**config.mk**
```make
export PLATFORM = sky130hd
export DESIGN_NAME = windup_active_cooldown_timer_core
export DESIGN_NICKNAME = d
export VERILOG_FILES = /design/src/hw/rtl/wact_pkg.sv /design/src/hw/rtl/wact_cfg.sv /design/src/hw/rtl/wact_step.sv /design/src/hw/rtl/windup_active_cooldown_timer_core.sv
export SDC_FILE = /design/constraint.sdc
export NUM_CORES = 1
export LEC_CHECK = 0
export BUFFER_PORTS_ARGS = -buffer_cell sky130_fd_sc_hd__buf_2
export CORE_MARGIN = 4
export CORE_UTILIZATION = 37
export DETAILED_ROUTE_END_ITERATION = 12
export GPL_TIMING_DRIVEN = 0
export SLEW_MARGIN = 5
export SYNTH_ARGS = -nofsm -noshare
export SYNTH_HDL_FRONTEND = slang
export SYNTH_SLANG_ARGS = --single-unit
```
**constraint.sdc**
```tcl
create_clock -name clk -period 12.52 [get_ports clk]
set_input_delay 0 -clock clk [delete_from_list [all_inputs] [get_ports clk]]
set_output_delay 0 -clock clk [all_outputs]
set_load 0.03 [all_outputs]
```
**src/hw/rtl/wact_pkg.sv**
```systemverilog
// Shared types and constants for the windup/active/cooldown timer.
// Holds the item structs, phase and action codes, and register indexes.
// No dependencies.
package wact_pkg;

  localparam int TIME_WIDTH_DEFAULT = 32;
  localparam int FIELD_WIDTH = 32;
  localparam int CFG_INDEX_WIDTH = 2;

  localparam logic [1:0] PH_READY  = 2'd0;
  localparam logic [1:0] PH_WIND   = 2'd1;
  localparam logic [1:0] PH_ACTIVE = 2'd2;
  localparam logic [1:0] PH_COOL   = 2'd3;

  localparam logic [1:0] ACT_TICK   = 2'd0;
  localparam logic [1:0] ACT_START  = 2'd1;
  localparam logic [1:0] ACT_CANCEL = 2'd2;
  localparam logic [1:0] ACT_RESET  = 2'd3;

  localparam logic [CFG_INDEX_WIDTH-1:0] REG_WIND_UP_LENGTH   = 2'd0;
  localparam logic [CFG_INDEX_WIDTH-1:0] REG_ACTIVE_LENGTH    = 2'd1;
  localparam logic [CFG_INDEX_WIDTH-1:0] REG_COOL_DOWN_LENGTH = 2'd2;
  localparam logic [CFG_INDEX_WIDTH-1:0] REG_MANUAL_HOLD      = 2'd3;

  typedef struct packed {
    logic [1:0]             action;
    logic [FIELD_WIDTH-1:0] elapsed;
  } in_item_t;

  typedef struct packed {
    logic [1:0]             phase;
    logic [FIELD_WIDTH-1:0] time_left;
  } out_item_t;

  typedef struct packed {
    logic [FIELD_WIDTH-1:0] wind_up_length;
    logic [FIELD_WIDTH-1:0] active_length;
    logic [FIELD_WIDTH-1:0] cool_down_length;
    logic                   manual_hold;
  } cfg_t;

endpackage

```
**src/hw/rtl/wact_cfg.sv**
```systemverilog
// Configuration register file for the timer: three phase lengths and hold.
// Depends on wact_pkg.
module wact_cfg (
  input  logic                                  clk,
  input  logic                                  rst,
  input  logic                                  cfg_write,
  input  logic [wact_pkg::CFG_INDEX_WIDTH-1:0]  cfg_index,
  input  logic [wact_pkg::FIELD_WIDTH-1:0]      cfg_data,
  output wact_pkg::cfg_t                        cfg
);

  always_ff @(posedge clk) begin
    if (rst) begin
      cfg <= '0;
    end else if (cfg_write) begin
      case (cfg_index)
        wact_pkg::REG_WIND_UP_LENGTH:   cfg.wind_up_length   <= cfg_data;
        wact_pkg::REG_ACTIVE_LENGTH:    cfg.active_length    <= cfg_data;
        wact_pkg::REG_COOL_DOWN_LENGTH: cfg.cool_down_length <= cfg_data;
        wact_pkg::REG_MANUAL_HOLD:      cfg.manual_hold      <= cfg_data[0];
        default: ;
      endcase
    end
  end

endmodule

```
**src/hw/rtl/wact_step.sv**
```systemverilog
// Next-state logic of the timer for one item: command decode, saturating
// countdown and phase entry with zero-length skipping. Depends on wact_pkg.
module wact_step #(
  parameter int TIME_WIDTH = wact_pkg::TIME_WIDTH_DEFAULT
) (
  input  wact_pkg::cfg_t          cfg,
  input  logic [1:0]              cur_phase,
  input  logic [TIME_WIDTH-1:0]   cur_rem,
  input  wact_pkg::in_item_t      item,
  output logic [1:0]              next_phase,
  output logic [TIME_WIDTH-1:0]   next_rem
);

  // Fields are widened to 64 bits and then cut to the time width, which
  // covers time widths up to 64 bits, narrower or wider than the fields.
  logic [63:0]           wind_wide, active_wide, cool_wide, dt_wide;
  logic [TIME_WIDTH-1:0] wind_len, active_len, cool_len, dt;
  logic                  wind_nz, active_nz, cool_stays;
  logic [TIME_WIDTH-1:0] rem_sub;
  logic                  do_enter;
  logic [1:0]            target;
  logic                  reach_active, reach_cool;

  assign wind_wide   = 64'(cfg.wind_up_length);
  assign active_wide = 64'(cfg.active_length);
  assign cool_wide   = 64'(cfg.cool_down_length);
  assign dt_wide     = 64'(item.elapsed);
  assign wind_len    = wind_wide[TIME_WIDTH-1:0];
  assign active_len  = active_wide[TIME_WIDTH-1:0];
  assign cool_len    = cool_wide[TIME_WIDTH-1:0];
  assign dt          = dt_wide[TIME_WIDTH-1:0];

  assign wind_nz    = (wind_len != '0);
  assign active_nz  = (active_len != '0);
  assign cool_stays = (cool_len != '0) || cfg.manual_hold;

  assign rem_sub = (cur_rem > dt) ? (cur_rem - dt) : '0;

  // Decide whether a phase is entered and which one is aimed at.
  always_comb begin
    do_enter = 1'b0;
    target   = wact_pkg::PH_READY;
    case (item.action)
      wact_pkg::ACT_START: begin
        do_enter = (cur_phase == wact_pkg::PH_READY);
        target   = wact_pkg::PH_WIND;
      end
      wact_pkg::ACT_CANCEL: begin
        do_enter = (cur_phase == wact_pkg::PH_WIND);
      end
      wact_pkg::ACT_RESET: begin
        do_enter = (cur_phase == wact_pkg::PH_COOL);
      end
      default: begin
        if (cur_phase != wact_pkg::PH_READY && rem_sub == '0) begin
          case (cur_phase)
            wact_pkg::PH_WIND: begin
              do_enter = 1'b1;
              target   = wact_pkg::PH_ACTIVE;
            end
            wact_pkg::PH_ACTIVE: begin
              do_enter = 1'b1;
              target   = wact_pkg::PH_COOL;
            end
            default: begin
              do_enter = !cfg.manual_hold;
            end
          endcase
        end
      end
    endcase
  end

  // Zero-length phases pass straight on to the next one.
  assign reach_active = (target == wact_pkg::PH_ACTIVE) ||
                        ((target == wact_pkg::PH_WIND) && !wind_nz);
  assign reach_cool   = (target == wact_pkg::PH_COOL) || (reach_active && !active_nz);

  always_comb begin
    next_phase = cur_phase;
    next_rem   = cur_rem;
    if (item.action == wact_pkg::ACT_TICK && cur_phase != wact_pkg::PH_READY) begin
      next_rem = rem_sub;
    end
    if (do_enter) begin
      if (target == wact_pkg::PH_WIND && wind_nz) begin
        next_phase = wact_pkg::PH_WIND;
        next_rem   = wind_len;
      end else if (reach_active && active_nz) begin
        next_phase = wact_pkg::PH_ACTIVE;
        next_rem   = active_len;
      end else if (reach_cool && cool_stays) begin
        next_phase = wact_pkg::PH_COOL;
        next_rem   = cool_len;
      end else begin
        next_phase = wact_pkg::PH_READY;
        next_rem   = '0;
      end
    end
  end

endmodule

```
**src/hw/rtl/windup_active_cooldown_timer_core.sv**
```systemverilog
// Top level of the four-phase action timer (ready, wind-up, active, cooldown).
// Depends on wact_pkg, wact_cfg and wact_step.
//
// Usage: each input item carries an action (tick, start, cancel, reset) and
// an elapsed amount used only by ticks. Every accepted item yields exactly one
// result item holding the phase and the time left after that item.
// Both channels use valid/stall: an item moves on a rising edge where valid
// is high and stall is low. The configuration port is a plain write port
// (cfg_write, cfg_index, cfg_data); the user must write it only while the block
// is idle, which the block itself does not enforce.
//
// An accepted item waits in the input register while the next-state logic runs,
// then the result register loads. While the receiver does not stall, the block
// takes one item every cycle; the limit is the single compare, subtract and
// phase select between the two registers. Timer state and result register load
// at the same edge, so the next item always sees the state this one leaves.
//
// When the receiver stalls, the result register holds its item; the input
// register still takes one more item and then in_stall rises until the result
// moves on. Synchronous reset empties both registers, clears all
// configuration registers and puts the timer in ready with zero time left.
module windup_active_cooldown_timer_core #(
  parameter int TIME_WIDTH = wact_pkg::TIME_WIDTH_DEFAULT
) (
  input  logic                                  clk,
  input  logic                                  rst,
  input  logic                                  in_valid,
  output logic                                  in_stall,
  input  wact_pkg::in_item_t                    in_item,
  output logic                                  out_valid,
  input  logic                                  out_stall,
  output wact_pkg::out_item_t                   out_item,
  input  logic                                  cfg_write,
  input  logic [wact_pkg::CFG_INDEX_WIDTH-1:0]  cfg_index,
  input  logic [wact_pkg::FIELD_WIDTH-1:0]      cfg_data
);

  wact_pkg::cfg_t        cfg;

  // Input register.
  logic                  hold_valid;
  wact_pkg::in_item_t    hold_item;

  // Timer state.
  logic [1:0]            cur_phase;
  logic [TIME_WIDTH-1:0] cur_rem;
  logic [1:0]            cur_phase_next;
  logic [TIME_WIDTH-1:0] cur_rem_next;
  logic [63:0]           rem_wide;

  logic                  advance;

  wact_cfg u_cfg (
    .clk       (clk),
    .rst       (rst),
    .cfg_write (cfg_write),
    .cfg_index (cfg_index),
    .cfg_data  (cfg_data),
    .cfg       (cfg)
  );

  wact_step #(
    .TIME_WIDTH (TIME_WIDTH)
  ) u_step (
    .cfg        (cfg),
    .cur_phase  (cur_phase),
    .cur_rem    (cur_rem),
    .item       (hold_item),
    .next_phase (cur_phase_next),
    .next_rem   (cur_rem_next)
  );

  // The held item moves into the result register when that register is
  // empty or its item is being taken in this cycle.
  assign advance  = hold_valid && (!out_valid || !out_stall);
  assign in_stall = hold_valid && !advance;

  always_ff @(posedge clk) begin
    if (rst) begin
      hold_valid <= 1'b0;
    end else if (!in_stall) begin
      hold_valid <= in_valid;
    end
    if (!in_stall && in_valid) begin
      hold_item <= in_item;
    end
  end

  // The remaining time is reported in the 32-bit field; ready shows zero,
  // which the state already holds there.
  assign rem_wide = 64'(cur_rem_next);

  always_ff @(posedge clk) begin
    if (rst) begin
      cur_phase <= wact_pkg::PH_READY;
      cur_rem   <= '0;
      out_valid <= 1'b0;
    end else begin
      if (advance) begin
        cur_phase <= cur_phase_next;
        cur_rem   <= cur_rem_next;
        out_valid <= 1'b1;
      end else if (!out_stall) begin
        out_valid <= 1'b0;
      end
    end
    if (advance) begin
      out_item.phase     <= cur_phase_next;
      out_item.time_left <= (cur_phase_next == wact_pkg::PH_READY) ?
                            '0 : rem_wide[wact_pkg::FIELD_WIDTH-1:0];
    end
  end

endmodule

```
==> results of run 1 <==
[cells in the final DEF, fill, tap and decap left out, types with 7 or more instances in the layout]
cell type	count
clkbuf_16	23
ha_1	36
buf_2	117
xnor2_1	7
nor3_1	43
or2_2	7
clkbuf_1	73
a21o_1	11
o211ai_1	14
o21a_1	9
nand3_1	18
o311ai_0	9
nor2b_1	7
dfxtp_1	133
nand2_1	284
a21oi_1	150
nand4_1	15
or3_1	8
a221oi_2	17
a211oi_1	8
nor2_1	48
o311a_1	7
xor2_1	10
nor4_1	26
a221oi_1	9
dlygate4sd3_1	75
o31ai_1	52
o21ai_0	25
edfxtp_1	68
nand3b_1	30
inv_1	43
[worst max-delay path, cell delays in order, from the launching register on]
cell	delay (ns)
edfxtp_1	0.40
ha_1	0.23
fa_1	0.41
nor2b_1	0.19
o211a_1	0.29
o21ai_0	0.14
xor2_1	0.33
o2111ai_1	0.15
or4_1	0.53
nand4bb_1	0.26
nor4_4	0.47
o311ai_2	0.19
nand2b_4	0.23
buf_2	0.25
a221oi_1	0.53
nor3_1	0.22
[cell type report]
class / instances / area, µm² / area share [%]
Buffer: 90 / 393 / 2.91
Clock buffer: 29 / 618 / 4.57
Clock inverter: 11 / 96.3 / 0.713
Inverter: 44 / 165 / 1.22
Multi-Input combinational cell: 954 / 5750 / 42.5
Sequential cell: 201 / 4700 / 34.8
Tap cell: 384 / 480 / 3.56
Timing Repair Buffer: 183 / 1310 / 9.67
[power by group through the flow]
stage | clock (mW) | combinational (mW) | sequential (mW)
2_1_floorplan | 0 | 0.162 | 0.737
3_3_place_gp | 0 | 0.249 | 0.736
3_5_place_dp | 0 | 0.252 | 0.736
4_1_cts | 0.663 | 0.271 | 0.722
5_1_grt | 0.688 | 0.300 | 0.724
6_report | 0.654 | 0.275 | 0.722
[timing repair]
| item | 4_1_cts | 5_1_grt |
|---|---|---|
| hold buffers | 75 | 0 |
| hold endpoints to repair | 140 | 0 |
| endpoints found under the setup margin | 0 | 0 |
[path summary, 6_finish.rpt]
| kind | to | depth (start not counted) |
|---|---|---|
| max | out_item[14]$_SDFFCE_PN0P_ | 15 |
| min | hold_item[14]$_DFFE_PP_ | 2 |
| max reg2reg | out_item[14]$_SDFFCE_PN0P_ | 15 |
| min reg2reg | u_cfg.cfg[65]$_SDFFE_PP0P_ | 2 |
[synthesized netlist by cell type (all sizes together), types with 9 or more instances]
library cell	count
nor4	27
o31ai	57
nor3	43
a211oi	9
o211ai	14
ha	36
nand4	15
nand3	18
inv	44
buf	20
o311ai	15
a21oi	150
nand2	284
nor2	49
o21ai	30
o21a	9
nand3b	30
a21o	11
dfxtp	133
clkbuf	70
xor2	10
a221oi	26
edfxtp	68
[metal layers]
layer / global-route usage [%] / wire length, µm
met4: 6.29 / 1150
met2: 35.0 / 16500
met3: 2.87 / 2270
met5: 0 / 0
met1: 29.8 / 16700
[per-stage QoR]
| step | utilization [%] | cells |
|---|---|---|
| global placement | 41.4 | 1780 |
| finish | 46.6 | 1896 |
| global route | 46.6 | 1896 |
| CTS | 46.6 | 1896 |
| floorplan | - | 1289 |
| detailed placement | 41.5 | 1781 |
[sequential cells by signal (all words and copies together), names as in the netlist]
| register | cells |
|---|---|
| u_cfg.cfg | 97 |
| hold_item | 34 |
| out_item | 34 |
| cur_rem | 32 |
| cur_phase | 2 |
| hold_valid | 1 |
| out_valid | 1 |
[cells by family after synthesis]
kind of cell	Yosys count	share of synthesized area (%)
muxes	5	0.478
DFF	201	42.8
buffers and inverters	134	5.07
AOI/OAI and AO/OA	376	24.0
xor gates and xnor gates	17	1.35
adders and majority gates	37	4.28
and+or+nand+nor	519	22.1
==> results_dict.tcl, run 1 <==
set metrics [dict create \
    crit_type "reg -> reg" \
    yosysSeqAreaShare_pct 42.8 \
    postSynth.asyncResetShare_pct 0 \
    worst_ep_required_time_ns 12.76 \
    ctsResizeCount 0 \
    synth_cell_types 74 \
    clk_pin_slew_ns 0.06 \
    grt_max_degree 42 \
    peakVddDrop_mv 0.0987 \
    hp-class "in -> reg" \
    ant_nets 0 \
    setup_tns_ns 0 \
    core_area_um2 29000 \
    num_vias 10566 \
    nets 1607 \
    power_mw 1.65 \
    worst_clock_skew_ns 0.0128 \
    worstPathMaxFanout 10 \
    synthFlopType "dfxtp_1" \
    cts_tree "yes" \
    p_seq_share_pct 43.7 \
    cts_sinks 201 \
    whs_ns 0.174 \
    synth_top_area_share_pct 24.2 \
    clock_power_share_pct 39.6 \
    power_switching_uw 479 \
    drcViolationCount 0 \
    reg2reg_from "hold_item[0]$_DFFE_PP_" \
    cts_root_buffer "clkbuf_16" \
    synth_warnings 0 \
    synth_edf_count 68 \
    grt_use_total_pct 21.4 \
    netlist_top_cells_area "dfxtp_1 24%, edfxtp_1 19%, nand2_1 9.7%, a21oi_1 6.8%, ha_1 4.1%" \
    min_from "in_item[14]" \
    cp-end-kind "flip-flop" \
    finalCritPeriodShare_pct 41.0 \
    htreeDepth 1 \
    ys_seq_elements 201 \
    p_int_mw 1.17 \
    postCtsSetupRepairBufs 0 \
    cts.path.max_buffers 3 \
    io-pin-count 109 \
    wl_per_cell_um 19.3 \
    port_buffers 107 \
    insertion_delay_ns 0.54 \
    die_w_um 180 \
    placed_cell_area_um2 12000 \
    cts_buffers 23 \
    dp_hpwl_um 28300 \
    layout_min_cycle_time_ns 5.13 \
    status "completed" \
    dr.pass1.iters 7 \
    area_growth_syn_to_layout_pct 22.8 \
    grt_pass1_vias 10125 \
    pre_cts_ws_ns 7.49 \
    synth_top_area_cell "dfxtp_1" \
    grt_pass1_wl_um 56500 \
    rows 62 \
    routed_wl_um 36700 \
    syn_area_per_cell_um2 8.54 \
    max_slew_margin_pct 30.7 \
    rsz0062_at_grt "false" \
    fmax_mhz 195 \
    final_area_um2 13500 \
    synth_fp_nets 1399 \
    setup_violations 0 \
    tightest_slew_ns 1.03 \
    fill_cells 2867 \
    cellPowerDensity_nw_per_um2 122 \
    hold_viol 0 \
    rrSetupSlack_ns 7.39 \
    drive_gt1_share_pct 13.2 \
    crit_path_start "hold_item[0]$_DFFE_PP_" \
    syn_area_um2 11000 \
    synthCells 1289 \
    num_antenna_cells 0 \
    avgViaCountPerCell 5.57 \
    overflow 0 \
    drt_iter0_drc 878 \
    die-area_um2 32600 \
    slew_viol_final 0 \
    netSwitchingFraction_pct 29.0 \
    dieHeight_um 180 \
    antenna_found_initial 0 \
    worst_ep_arrival_time_ns 5.38 \
    crit_path_start_kind "flip-flop" \
    p_comb_share_pct 16.7 \
    leakagePower_nw 5.18 \
    setup_ws_ns 7.39 \
    maxCapViolCount 0 \
    gp_congestion 0.928 \
    start_util_pct 37.9 \
]
No activity file was read; power rests on OpenSTA's default activity.
==> inputs of run 2 (changes only) <==
==> constraint.sdc (replaced) <==
create_clock -name clk -period 4.8 [get_ports clk]
set_input_delay 0 -clock clk [delete_from_list [all_inputs] [get_ports clk]]
set_output_delay 0 -clock clk [all_outputs]
set_load 0.03 [all_outputs]
==> results_dict.tcl, run 2 (synthesis gave the netlist of run 1 again) <==
set metrics [dict create \
    crit_type "reg -> reg" \
    cts_tree "yes" \
    clk_pin_slew_ns 0.06 \
    crit_path_frequent_cell "nand2_1" \
    dr.pass1.iters 5 \
    gp_congestion 0.928 \
    ant_nets 0 \
    hp-class "in -> reg" \
    insertion_delay_ns 0.54 \
    max_slew_margin_pct 29.7 \
    die-area_um2 32600 \
    hold_viol 0 \
    largest_register_ffs 97 \
    rows 62 \
    max_stage_delay_ns 0.54 \
    nets 1607 \
    setup_violations 0 \
    timing.rr.end "out_item[16]$_SDFFCE_PN0P_" \
    cp-end-kind "flip-flop" \
    num_vias 10613 \
    tightest_slew_ns 1.05 \
    worstPathCellList "ha_1 > clkbuf_1 > a21oi_1 > o21ai_1 > a221oi_1 > nand2_1 > or4_1 > nand2_1 > xnor2_1 > nor4_4 > buf_4 > o311ai_4 > clkbuf_4 > buf_2 > a2111oi_0 > a211oi_1" \
    reg_top3 "u_cfg.cfg x97, hold_item x34, out_item x34" \
    final_util_pct 47.9 \
    routed_wl_um 37100 \
    layout_common_cells "284 x nand2_1, 148 x a21oi_1, 133 x dfxtp_1" \
    peakVddDrop_mv 0.258 \
    leakagePower_nw 5.23 \
    final_common_cell "nand2_1" \
    port_buffers 107 \
    rrSetupSlack_ns 0.11 \
    worst_clock_skew_ns 0.0103 \
    cellPowerDensity_nw_per_um2 313 \
    dp_hpwl_um 28300 \
    cts_root_buffer "clkbuf_16" \
    overflow 0 \
    drt_iter0_drc 834 \
    min_from "in_item[14]" \
    worst_ep_required_time_ns 5.08 \
    drcViolationCount 0 \
    cts.path.max_buffers 3 \
    rsz0062_at_grt "true" \
    wl_per_cell_um 19.6 \
    finalCritPeriodShare_pct 97.7 \
    hold_depth 2 \
    dieHeight_um 180 \
    die_w_um 180 \
    antenna_found_initial 0 \
    avgViaCountPerCell 5.60 \
    io-pin-count 109 \
    slowest_stage "or4_1" \
    worstPathMaxFanout 10 \
    grt_use_total_pct 21.5 \
    num_antenna_cells 0 \
    cp.depth 16 \
    power_mw 4.34 \
    grt_pass1_wl_um 56500 \
    grt_max_degree 42 \
    reg2reg_from "cur_rem[14]$_SDFFE_PP0P_" \
    area_growth_syn_to_layout_pct 26.2 \
    whs_endpoint "hold_item[14]$_DFFE_PP_" \
    drive_gt1_share_pct 15.1 \
    crit_path_start_kind "flip-flop" \
    status "completed" \
    cts_buffers 23 \
    layout_min_cycle_time_ns 4.69 \
    start_util_pct 37.9 \
    cp_top_family "compound AO/OA/AOI/OAI gates" \
    reg2regPathDepth 16 \
    htreeDepth 1 \
    top_register "u_cfg.cfg" \
    worst_ep_arrival_time_ns 4.97 \
    fmax_mhz 213 \
    slew_viol_final 0 \
    maxCapViolCount 0 \
    grt_pass1_vias 10160 \
    core_area_um2 29000 \
    cts_sinks 201 \
    fill_cells 2828 \
    path_buf_inv 4 \
]
run 2: cell types whose count changed in the layout (fill, tap and decap cells not counted), moves of 2 or more:
cell / delta
a21oi_1: -2
a21oi_2: +2
a221oi_1: -6
a221oi_2: -12
a221oi_4: +18
buf_2: -4
buf_4: +4
clkbuf_1: -3
clkbuf_4: +3
nor3_1: -10
nor3_2: +10
o31ai_1: -2
o31ai_4: +2
run 2: area by class of cell:
class / instances / area (µm²) / area share (%)
Clock buffer: 29 / 618 / 4.45
Clock inverter: 11 / 96.3 / 0.694
Timing Repair Buffer: 186 / 1330 / 9.57
Tap cell: 384 / 480 / 3.46
Buffer: 87 / 393 / 2.83
Inverter: 44 / 165 / 1.19
Multi-Input combinational cell: 954 / 6100 / 43.9
Sequential cell: 201 / 4700 / 33.9
run 2: routing by layer:
| layer | vias to the layer above | routed length [µm] | track usage, % |
|---|---|---|---|
| met2 | 344 | 16800 | 34.9 |
| li1 | 5166 | - | - |
| met3 | 69 | 2150 | 2.89 |
| met4 | 0 | 1240 | 6.65 |
| met5 | - | 0 | 0 |
| met1 | 5034 | 16900 | 29.8 |
run 2: through the flow:
step                std cells  cell area (µm²)  setup slack (ns)  setup TNS, ns  hold slack (ns)
floorplan                1289            11000             0.822              0           0.0989
global placement         1780            12000            -0.237          -1.56            0.178
detailed placement       1781            12000            -0.231          -1.00            0.179
CTS                      1897            13500           0.00148              0            0.162
global route             1896            13900           -0.0726         -0.567            0.178
finish                   1896            13900             0.109              0            0.176
run 2: worst register-to-register path: cells and delay by family, from the launching register on:
| kind | cells | cell delay [ns] |
|---|---|---|
| adders and majority gates | 1 | 0.26 |
| DFF | 1 | 0.40 |
| buffers and inverters | 4 | 0.96 |
| AOI/OAI and AO/OA | 6 | 1.64 |
| xor gates and xnor gates | 1 | 0.24 |
| and+or+nand+nor | 4 | 0.93 |
run 2: power by group:
part	switching, mW	internal [mW]
Combinational	0.478	0.279
Sequential	0.0564	1.83
Clock	0.733	0.967
run 2: worst max path at each step:
stage	startpoint	to
global route	hold_item[0]$_DFFE_PP_	out_item[8]$_SDFFCE_PN0P_
CTS	cur_rem[17]$_SDFFE_PP0P_	out_item[17]$_SDFFCE_PN0P_
floorplan	hold_item[0]$_DFFE_PP_	out_item[10]$_SDFFCE_PN0P_
finish	cur_rem[14]$_SDFFE_PP0P_	out_item[16]$_SDFFCE_PN0P_
detailed placement	hold_item[0]$_DFFE_PP_	out_item[14]$_SDFFCE_PN0P_
global placement	hold_item[0]$_DFFE_PP_	out_item[14]$_SDFFCE_PN0P_
run 2: what timing repair did:
action | CTS | global route
buffers inserted | 1 | 2
endpoints found under the hold margin | 140 | 0
hold buffers | 75 | 0
pin swaps | 1 | 3
endpoints found under the setup margin | 31 | 68
resized for setup | 4 | 50
